===== config.mk =====
export PLATFORM = sky130hd
export DESIGN_NAME = multi_slot_stopwatch
export DESIGN_NICKNAME = d
export VERILOG_FILES = /design/src/rtl/core/mss_pkg.sv /design/src/rtl/core/multi_slot_stopwatch.sv
export SDC_FILE = /design/constraint.sdc
export NUM_CORES = 2
export LEC_CHECK = 0
export ABC_AREA = 1
export BUFFER_PORTS_ARGS = -buffer_cell sky130_fd_sc_hd__buf_2
export CORE_ASPECT_RATIO = 0.75
export CORE_MARGIN = 2
export CORE_UTILIZATION = 65
export DETAILED_ROUTE_END_ITERATION = 16
export GPL_TIMING_DRIVEN = 1
export HOLD_SLACK_MARGIN = 0.05
export PLACE_DENSITY = 0.82
export SETUP_SLACK_MARGIN = 0.15
export SYNTH_ARGS = -nofsm -noshare
export SYNTH_HDL_FRONTEND = slang
export SYNTH_SLANG_ARGS = --single-unit

===== constraint.sdc =====
create_clock -name clk -period 14.94 [get_ports clk]
set_clock_uncertainty 0.15 [all_clocks]
set_input_delay 1.494 -clock clk [delete_from_list [all_inputs] [get_ports clk]]
set_output_delay 1.494 -clock clk [all_outputs]
set_load 0.02 [all_outputs]

===== src/rtl/core/mss_pkg.sv =====
// types and constants for the multi-slot stopwatch
`timescale 1ns / 1ps
`default_nettype none

package mss_pkg;

	localparam int SLOTS = 16;
	localparam int IDX_W = (SLOTS > 1) ? $clog2(SLOTS) : 1;
	// claim free only looks at indices the 4-bit slot field can name
	localparam int FREE_LIMIT = (SLOTS < 16) ? SLOTS : 16;

	localparam logic [3:0] OP_TICK       = 4'd0;
	localparam logic [3:0] OP_START      = 4'd1;
	localparam logic [3:0] OP_STOP       = 4'd2;
	localparam logic [3:0] OP_RESTART    = 4'd3;
	localparam logic [3:0] OP_CLAIM      = 4'd4;
	localparam logic [3:0] OP_CLAIM_FREE = 4'd5;
	localparam logic [3:0] OP_RELEASE    = 4'd6;
	localparam logic [3:0] OP_RESTAMP    = 4'd7;
	localparam logic [3:0] OP_QUERY      = 4'd8;

	localparam logic STATUS_OK      = 1'b0;
	localparam logic STATUS_NO_FREE = 1'b1;

	typedef struct packed {
		logic [3:0] opcode;
		logic [3:0] slot;
	} cmd_t;

	typedef struct packed {
		logic [3:0]  slot_out;
		logic        status;
		logic        slot_busy;
		logic [31:0] delta_ms;
		logic [10:0] hours;
		logic [5:0]  minutes;
		logic [5:0]  seconds;
		logic [9:0]  millis;
	} rsp_t;

endpackage

`default_nettype wire


===== src/rtl/core/multi_slot_stopwatch.sv =====
// multi-slot stopwatch: millisecond counter, slot table and time breakdown pipeline
`timescale 1ns / 1ps
`default_nettype none

// One command enters per cycle when nothing stalls, and its single response leaves stage 6.
// All counter and slot-table updates happen in stage 1, so commands
// take effect strictly in order; the start-stamp memory is read as the command is
// taken, with a bypass from the write of the command ahead of it. Stages 2 to 6 split
// the elapsed time into hours, minutes, seconds and milliseconds with three reciprocal
// multiplies, one in each of stages 2 to 4. The stages close up bubbles, so commands
// keep flowing until the stages fill while a response waits. Busy flags clear at reset;
// the stamp memory holds no reset value.
module multi_slot_stopwatch (
	input  wire                 clk,
	input  wire                 arst_n,
	input  wire                 cmd_valid,
	output logic                cmd_stall,
	input  wire mss_pkg::cmd_t  cmd,
	output logic                rsp_valid,
	input  wire                 rsp_stall,
	output mss_pkg::rsp_t       rsp
);
	import mss_pkg::*;

	localparam logic [28:0] INV_1000   = 29'd274877907; // 2^38 / 1000, rounded up
	localparam logic [23:0] INV_60_MIN = 24'd8947849;   // 2^29 / 60, rounded up
	localparam logic [17:0] INV_60_HR  = 18'd139811;    // 2^23 / 60, rounded up

	typedef struct packed {
		logic [3:0]  slot_out;
		logic        status;
		logic        slot_busy;
		logic [31:0] delta_ms;
	} head_t;

	// pipeline control
	logic [6:1] vld_q;
	logic [6:1] adv;
	logic       leave1;

	always_comb begin
		adv[6] = !vld_q[6] || !rsp_stall;
		for (int k = 5; k >= 1; k--) begin
			adv[k] = !vld_q[k] || adv[k + 1];
		end
	end

	assign cmd_stall = !adv[1];
	assign leave1    = vld_q[1] && adv[2];
	assign rsp_valid = vld_q[6];

	always_ff @(posedge clk or negedge arst_n) begin
		if (!arst_n) begin
			vld_q <= '0;
		end else begin
			if (adv[1]) begin
				vld_q[1] <= cmd_valid;
			end
			for (int k = 2; k <= 6; k++) begin
				if (adv[k]) begin
					vld_q[k] <= vld_q[k - 1];
				end
			end
		end
	end

	// stage 1: command register, state and stamp memory
	cmd_t             cmd_s1;
	logic [31:0]      stamp_s1;
	logic [31:0]      elapsed_q, elapsed_d;
	logic             running_q, running_d;
	logic [SLOTS-1:0] busy_q, busy_d;
	logic [31:0]      stamp_mem [SLOTS];

	logic             in_range;
	logic [IDX_W-1:0] idx_s1;
	logic [IDX_W-1:0] rd_idx;
	logic             free_found;
	logic [IDX_W-1:0] free_idx;
	logic             wr_en;
	logic [IDX_W-1:0] wr_idx;
	logic             mem_we;
	head_t            head_d;

	assign in_range = int'(cmd_s1.slot) < SLOTS;
	assign idx_s1   = IDX_W'(cmd_s1.slot);
	assign rd_idx   = IDX_W'(cmd.slot);
	assign mem_we   = leave1 && wr_en;

	// lowest idle slot
	always_comb begin
		free_found = 1'b0;
		free_idx   = '0;
		for (int i = FREE_LIMIT - 1; i >= 0; i--) begin
			if (!busy_q[i]) begin
				free_found = 1'b1;
				free_idx   = IDX_W'(i);
			end
		end
	end

	always_comb begin
		elapsed_d = elapsed_q;
		running_d = running_q;
		busy_d    = busy_q;
		wr_en     = 1'b0;
		wr_idx    = idx_s1;
		head_d    = '0;
		case (cmd_s1.opcode)
			OP_TICK: begin
				if (running_q) begin
					elapsed_d = elapsed_q + 32'd1;
				end
			end
			OP_START: begin
				elapsed_d = '0;
				running_d = 1'b1;
			end
			OP_STOP: begin
				elapsed_d = '0;
				running_d = 1'b0;
			end
			OP_RESTART: begin
				if (elapsed_q == '0) begin
					running_d = 1'b1;
				end
			end
			OP_CLAIM: begin
				head_d.slot_out = cmd_s1.slot;
				if (in_range) begin
					busy_d[idx_s1]   = 1'b1;
					wr_en            = 1'b1;
					head_d.slot_busy = 1'b1;
				end
			end
			OP_CLAIM_FREE: begin
				if (free_found) begin
					busy_d[free_idx] = 1'b1;
					wr_en            = 1'b1;
					wr_idx           = free_idx;
					head_d.slot_out  = 4'(free_idx);
					head_d.slot_busy = 1'b1;
				end else begin
					head_d.status = STATUS_NO_FREE;
				end
			end
			OP_RELEASE: begin
				head_d.slot_out = cmd_s1.slot;
				if (in_range) begin
					busy_d[idx_s1] = 1'b0;
					wr_en          = 1'b1;
				end
			end
			OP_RESTAMP: begin
				head_d.slot_out = cmd_s1.slot;
				if (in_range) begin
					wr_en            = 1'b1;
					head_d.slot_busy = busy_q[idx_s1];
				end
			end
			OP_QUERY: begin
				head_d.slot_out = cmd_s1.slot;
				if (in_range && busy_q[idx_s1]) begin
					head_d.slot_busy = 1'b1;
					head_d.delta_ms  = elapsed_q - stamp_s1;
				end
			end
			default: begin
			end
		endcase
	end

	always_ff @(posedge clk or negedge arst_n) begin
		if (!arst_n) begin
			elapsed_q <= '0;
			running_q <= 1'b0;
			busy_q    <= '0;
		end else if (leave1) begin
			elapsed_q <= elapsed_d;
			running_q <= running_d;
			busy_q    <= busy_d;
		end
	end

	always_ff @(posedge clk) begin
		if (mem_we) begin
			stamp_mem[wr_idx] <= elapsed_q;
		end
	end

	// read as the command is taken; forward the stamp being written this cycle
	always_ff @(posedge clk) begin
		if (adv[1]) begin
			cmd_s1 <= cmd;
			if (mem_we && (wr_idx == rd_idx)) begin
				stamp_s1 <= elapsed_q;
			end else begin
				stamp_s1 <= stamp_mem[rd_idx];
			end
		end
	end

	// stages 2 to 6: time breakdown
	head_t       head_s2, head_s3, head_s4, head_s5;
	logic [22:0] q1_s3, q1_s4;
	logic [9:0]  millis_s4, millis_s5;
	logic [16:0] q2_s4, q2_s5;
	logic [5:0]  seconds_s5;
	logic [10:0] hours_s5;
	rsp_t        rsp_s6;

	logic [60:0] prod_sec;
	logic [46:0] prod_min;
	logic [34:0] prod_hr;
	logic [31:0] ms_rem;
	logic [22:0] sec_rem;
	logic [16:0] min_rem;

	assign prod_sec = 61'(head_s2.delta_ms) * 61'(INV_1000);
	assign ms_rem   = head_s3.delta_ms - (32'(q1_s3) * 32'd1000);
	assign prod_min = 47'(q1_s3) * 47'(INV_60_MIN);
	assign sec_rem  = q1_s4 - (23'(q2_s4) * 23'd60);
	assign prod_hr  = 35'(q2_s4) * 35'(INV_60_HR);
	assign min_rem  = q2_s5 - (17'(hours_s5) * 17'd60);

	always_ff @(posedge clk) begin
		if (adv[2]) begin
			head_s2 <= head_d;
		end
		if (adv[3]) begin
			head_s3 <= head_s2;
			q1_s3   <= prod_sec[60:38];
		end
		if (adv[4]) begin
			head_s4   <= head_s3;
			q1_s4     <= q1_s3;
			millis_s4 <= ms_rem[9:0];
			q2_s4     <= prod_min[45:29];
		end
		if (adv[5]) begin
			head_s5    <= head_s4;
			millis_s5  <= millis_s4;
			q2_s5      <= q2_s4;
			seconds_s5 <= sec_rem[5:0];
			hours_s5   <= prod_hr[33:23];
		end
		if (adv[6]) begin
			rsp_s6.slot_out  <= head_s5.slot_out;
			rsp_s6.status    <= head_s5.status;
			rsp_s6.slot_busy <= head_s5.slot_busy;
			rsp_s6.delta_ms  <= head_s5.delta_ms;
			rsp_s6.hours     <= hours_s5;
			rsp_s6.minutes   <= min_rem[5:0];
			rsp_s6.seconds   <= seconds_s5;
			rsp_s6.millis    <= millis_s5;
		end
	end

	assign rsp = rsp_s6;

endmodule

`default_nettype wire


Word level (Yosys, flattened, before mapping)
Memory sizes are Yosys's and may differ from the RTL's. A register that Yosys moved wholly into a read port is not among the register bits.
Cells that the tools add are included.

word-level totals
  register bits after elaboration = 375
  memory bits (writable) = 512
  input bits = 12
  output and inout bits = 73
  word-level logic and storage cells = 159
  memories kept = 1

memories
  memory     depth  width  read ports  clocked after Yosys merged registers in  write ports  line                        source
  stamp_mem  16     32     1           1                                        1            multi_slot_stopwatch.sv:73  logic [31:0] stamp_mem [SLOTS];

operators by class
  add/sub/neg operators = 5
  multipliers = 6
  magnitude comparators = 4
  equal/unequal tests = 11
  muxes and demuxes = 55
  bitwise logic cells = 4
  reduce and logical (&&, ||, !) cells = 30

operators by type and width
  operator                  number
  $mux W4                   19
  $pmux W32 S2              1
  $mul A32 B29 Y61 const B  1
  $pmux W16 S3              1
  $mul A23 B24 Y46 const B  1
  $mul A17 B18 Y34 const B  1
  $mux W33                  1
  $add A32 B1 Y32 const B   1
  $logic_not A32 Y1         1
  $mux W32                  1
  $or A16 B16 Y16           2
  $sub A32 B32 Y32          1
  $mux W1                   24
  $mul A23 B7 Y7 const B    1
  $mul A17 B4 Y4 const B    1
  $and A16 B16 Y16          1
  $eq A4 B3 Y1 const B      4
  $mux W16                  1
  $not A16 Y16              1
  $sub A6 B6 Y6             2
  $mul A11 B4 Y4 const B    1
  $lt A4 B5 Y1 const B      2
  $sub A10 B10 Y10          1
  $reduce_and A3 Y1         3
  other kinds (21)          42

Longest topological paths before layout
  word-level depth = 23
  depth in mapped cells = 26

Least setup slack after synthesis
No wires, ideal clock.

  kind = input port to flip-flop
  start point = input port rsp_stall
  end point = memory stamp_mem[13][0] (enable)
  data arrival time = 6.631 ns
  required time = 14.369 ns
  slack = 7.738 ns
  stages = 11
  path buffers = 0
  path through = nand2_1 -> nor2_1 -> nand2_2 -> nor2_2 -> nand2_4 -> nand2_1 -> nor2_1 -> nand2_1 -> a21oi_1 -> nand2_1 -> nor2_1

on the way
  cells in the longest elaborated chain, start to end = 10

ends and longest elaborated chain
  element                           line                         source
  from (decl)                       multi_slot_stopwatch.sv:20   input wire rsp_stall,
  $logic_not A1 Y1                  multi_slot_stopwatch.sv:42   adv[6] = !vld_q[6] || !rsp_stall;
  $logic_or A1 B1 Y1                multi_slot_stopwatch.sv:42
  $logic_or A1 B1 Y1 (2 in series)  multi_slot_stopwatch.sv:44   adv[k] = !vld_q[k] || adv[k + 1];
  via adv (one bit)                 multi_slot_stopwatch.sv:38   logic [6:1] adv;
  $logic_or A1 B1 Y1 (2 in series)  multi_slot_stopwatch.sv:44
  via adv (one bit)                 multi_slot_stopwatch.sv:38
  $logic_and A1 B1 Y1               multi_slot_stopwatch.sv:49   assign leave1 = vld_q[1] && adv[2];
  $logic_and A1 B1 Y1               multi_slot_stopwatch.sv:88   assign mem_we = leave1 && wr_en;
  $mux W1                           multi_slot_stopwatch.sv:186  if (mem_we) begin
  $mux W1 (implied by the code)     multi_slot_stopwatch.sv:187  stamp_mem[wr_idx] <= elapsed_q;
  to (decl)                         multi_slot_stopwatch.sv:73

The timed path passes the listed nets, and every way through them passes these cells.

Final worst setup path
  start point = register head_s2[22] in the netlist's numbering
  end point = register q1_s3[12], data pin

on the way
  cells in the longest elaborated chain, start to end = 1

ends and longest elaborated chain
  element                 line                         source
  from (decl)             multi_slot_stopwatch.sv:204  head_t head_s2, head_s3, head_s4, head_s5;
  from (signal assigned)  multi_slot_stopwatch.sv:228  head_s2 <= head_d;
  $mul A32 B29 Y61        multi_slot_stopwatch.sv:219  assign prod_sec = 61'(head_s2.delta_ms) * 61'(INV_1000);
  via prod_sec[50]        multi_slot_stopwatch.sv:212  logic [60:0] prod_sec;
  to (signal assigned)    multi_slot_stopwatch.sv:232  q1_s3 <= prod_sec[60:38];
  to (decl)               multi_slot_stopwatch.sv:205  logic [22:0] q1_s3, q1_s4;

The timed path passes the listed nets, and every way through them passes these cells.
A chain may end at the register's enable or synchronous reset.

==> metrics list <==
- The run finished with clean final reports.
- Largest net degree at the start of global routing: 106
- For this run, design rule violations remaining after detail routing come to 0.
- Share of synthesized area occupied by flip-flops and latches: 0.446
* Setup repair after global routing missed its margin: false
- Final routed wirelength across all metal layers: 157 mm
- After technology mapping, the gate count stands at 5,621.
* Synthesized area: 0.0607 mm²
- After layout, the minimum clock period comes to 7.24 ns.
* Required time worst endpoint: 15.24 ns
* Dominant register cell in the synthesized netlist: sky130_fd_sc_hd__edfxtp_1
- STA classifies the critical path endpoint as a flop.
- Register bit count reported by yosys: 910
- Worst setup path category: flop to flop
* Critical path depth: 24
* Total number of vias: 42,246
- Fraction of layout instances using a drive strength above 1: 0.0584
- Number of max-slew violations in the final report: 0
- Worst hold stages: 0
- # fillers: 6,599
- Nets@finish: 6,835
* Clock tree from TritonCTS: built
- The total area inside the core boundary comes to 0.0930 mm².
- Clock tree synthesis selected as its root buffer the cell sky130_fd_sc_hd__clkbuf_16.
* Floorplan die height: 269 µm
- The worst hold path belongs to the class flop to flop.
- Across the run, the number of max-cap violations was 0.
* Number of synthesized flops with an enable pin: 855
- For this configuration, the core starts out at a cell density of 0.653.
- Setup Fix Bufs, Post-CTS: 0
* Area added between synthesis and finish: 7.94%
- The first TritonRoute pass finished after 7 iterations.
* Violation count after the first detailed-route iteration: 4,942
- Worst slew pin tran: 1.09 ns
- After detailed routing, the average wire length per cell comes to 22.3 µm.
- Dividing the detail-routed via count by the number of cells gives 6.02.
- Count of cells along the worst register-to-register path: 24
* Peak clock frequency supported by timing: 138 MHz
- The number of antenna violations at the first check in global routing is 5.
- Later-pin clock latency in the skew report: 0.74 ns
- Among all stages on the critical path, the largest delay is contributed by sky130_fd_sc_hd__edfxtp_1.
- In this design, the largest share of critical-path delay is due to adder cells.
- The initialized floorplan defines 97 standard-cell rows.
* First-pass GRT wire length: 241 mm
- Cells resized by post-CTS repair: 0
- The number of global-route vias before repair came to 41,626.
- STA puts the critical path data arrival time at 7.54 ns.
- Grt total ovfl: 0
- Final HPWL DP: 112 mm
* Fraction of the cycle the final worst path needs: 0.485
- For this run, asynchronously set or reset flops after synthesis account for 0.0604.
- STA classifies the critical path startpoint as a flop.
* Number of buffer and inverter stages on the critical path: 7
- Clock net sink count: 910
- Post-Route Setup TNS: 0 ns
- Final-report hold violation count: 0
- The H-tree was split into 3 levels.
- List of cells traversed by the critical path: ha_1, fa_1, fa_1, inv_1, fa_1, inv_1, fa_1, inv_1, fa_1, inv_1, fa_1, inv_1, fa_1, inv_1, ha_1, a21oi_1, o21a_1, inv_1, a21oi_1, o21ai_0, a21boi_0, nand2_1, a21oi_1, xnor2_1
- The floorplan step defined a die boundary enclosing 0.0959 mm².
* Slew margin rel.: 0.269
- Synth Area per Inst: 10.8 µm²
- In this run the worst path has a maximum fanout of 11.
- Cts bufs inserted: 88
* IO Pins: 85
- Remaining number of nets flagged by the antenna check after routing: 0
- Final setup violating endpoints: 0
* Count of different cell masters after synthesis: 63
- Quantity of I/O buffers inserted on ports: 84
- Crit path largest cell delay: 0.86 ns
- Worst-path clk slew: 0.07 ns
* Mapped Nets: 6,757
- Maximum buffer depth of the clock tree: 3
* Hold Buf Count CTS: 0
- Routability-driven placement finished with a final weighted congestion of 0.991.
- For this run, the number of Yosys warnings is 0.
- From left edge to right edge, the die measures 357 µm.
- Global-route usage over all layers: 0.332
[final cells by class]
| class | count | area, µm² | share of cell area |
|---|---|---|---|
| clock buffer | 101 | 2250 | 0.0344 |
| multi-input combinational | 3551 | 29400 | 0.448 |
| sequential | 910 | 27100 | 0.413 |
| tap | 1237 | 1550 | 0.0236 |
| clock inverter | 64 | 724 | 0.0111 |
| inverter | 1028 | 3860 | 0.0590 |
| timing repair buffer | 120 | 699 | 0.0107 |
| antenna | 3 | 7.51 | 0.000115 |
[Yosys cell counts, types with 18 or more instances]
master | n | area, µm²
sky130_fd_sc_hd__nor4_1 | 21 | 131
sky130_fd_sc_hd__o221ai_1 | 43 | 377
sky130_fd_sc_hd__xnor2_1 | 34 | 298
sky130_fd_sc_hd__fa_1 | 403 | 8070
sky130_fd_sc_hd__o21a_1 | 35 | 263
sky130_fd_sc_hd__nor2_1 | 554 | 2080
sky130_fd_sc_hd__inv_1 | 1016 | 3810
sky130_fd_sc_hd__nand3_1 | 83 | 415
sky130_fd_sc_hd__o221a_2 | 18 | 203
sky130_fd_sc_hd__edfxtp_1 | 855 | 25700
sky130_fd_sc_hd__o22ai_1 | 92 | 576
sky130_fd_sc_hd__ha_1 | 721 | 9020
sky130_fd_sc_hd__nand4_1 | 68 | 425
sky130_fd_sc_hd__xor2_1 | 57 | 499
sky130_fd_sc_hd__a21oi_1 | 231 | 1160
sky130_fd_sc_hd__a31oi_1 | 33 | 206
sky130_fd_sc_hd__o21ai_0 | 463 | 2320
sky130_fd_sc_hd__nor3_1 | 51 | 255
sky130_fd_sc_hd__nand2_1 | 515 | 1930
sky130_fd_sc_hd__dfrtp_1 | 55 | 1380
sky130_fd_sc_hd__clkbuf_1 | 103 | 387
[sequential cells by signal, summed over array words and instances, names as in the netlist, 11 cells and up]
register and count:
head_s3 38, q1_s3 23, elapsed_q 32, stamp_mem 512, head_s4 38, rsp 68
busy_q 16, hours_s5 11, stamp_s1 32, q2_s4 17, head_s5 38, head_s2 38
[final timing paths]
path	startpoint	to	slack (ns)
worst max-delay path	head_s2[22]$_SDFFCE_PN0P_	q1_s3[12]$_DFFE_PP_	7.70
worst min-delay path	head_s2[32]$_DFFE_PP_	head_s3[32]$_DFFE_PP_	0.25
worst max register to register	head_s2[22]$_SDFFCE_PN0P_	q1_s3[12]$_DFFE_PP_	7.70
worst min register to register	head_s2[32]$_DFFE_PP_	head_s3[32]$_DFFE_PP_	0.25
max in group asynchronous	arst_n	busy_q[9]$_DFFE_PN0P_	13.14
min in group asynchronous	arst_n	elapsed_q[7]$_DFFE_PN0P_	0.81
[kinds of logic (layout without fill, tap and decap cells)]
group           Yosys count  count (layout)  share of synthesized area
xor+xnor                 91              91                     0.0131
other cells               0               3                          0
flops                   910             910                      0.446
buf+inv                1160            1313                     0.0726
simple gates           1332            1332                     0.0918
fa+ha+maj              1124            1124                      0.282
compound gates         1003            1003                     0.0951
mux                       1               1                   0.000185
[per-layer routing]
layer / global-route usage / share of wire / up-vias
met4: 0.0932 / 0.025 / 4
met3: 0.0774 / 0.11 / 296
met5: 0 / 0.00015 / -
met2: 0.490 / 0.43 / 2254
li1: - / - / 19291
met1: 0.495 / 0.43 / 20401
[through the flow]
step                instance area (µm²)  std cells  hold slack, ns  worst slack (ns)  utilization
global placement                  62500       6846           0.251              7.97        0.673
finish                            65500       7014           0.251              7.70        0.705
global route                      65500       7011           0.271              7.51        0.705
CTS                               65500       7011           0.262              7.89        0.705
floorplan                         60700       5621           0.250              7.74            -
detailed placement                62500       6846           0.255              7.90        0.673
[cell usage in the layout (no fill, tap or decap), drive strengths merged, types with 101 or more instances in the layout]
master and count:
fa 403, inv 1031, clkbuf 101, buf 120, a21oi 232, nand2 523, nor2 561, edfxtp 855
o21ai 471, ha 721
Power is not shown: default switching activity piles up to over one toggle a cycle in this logic, so the estimate is an artifact.
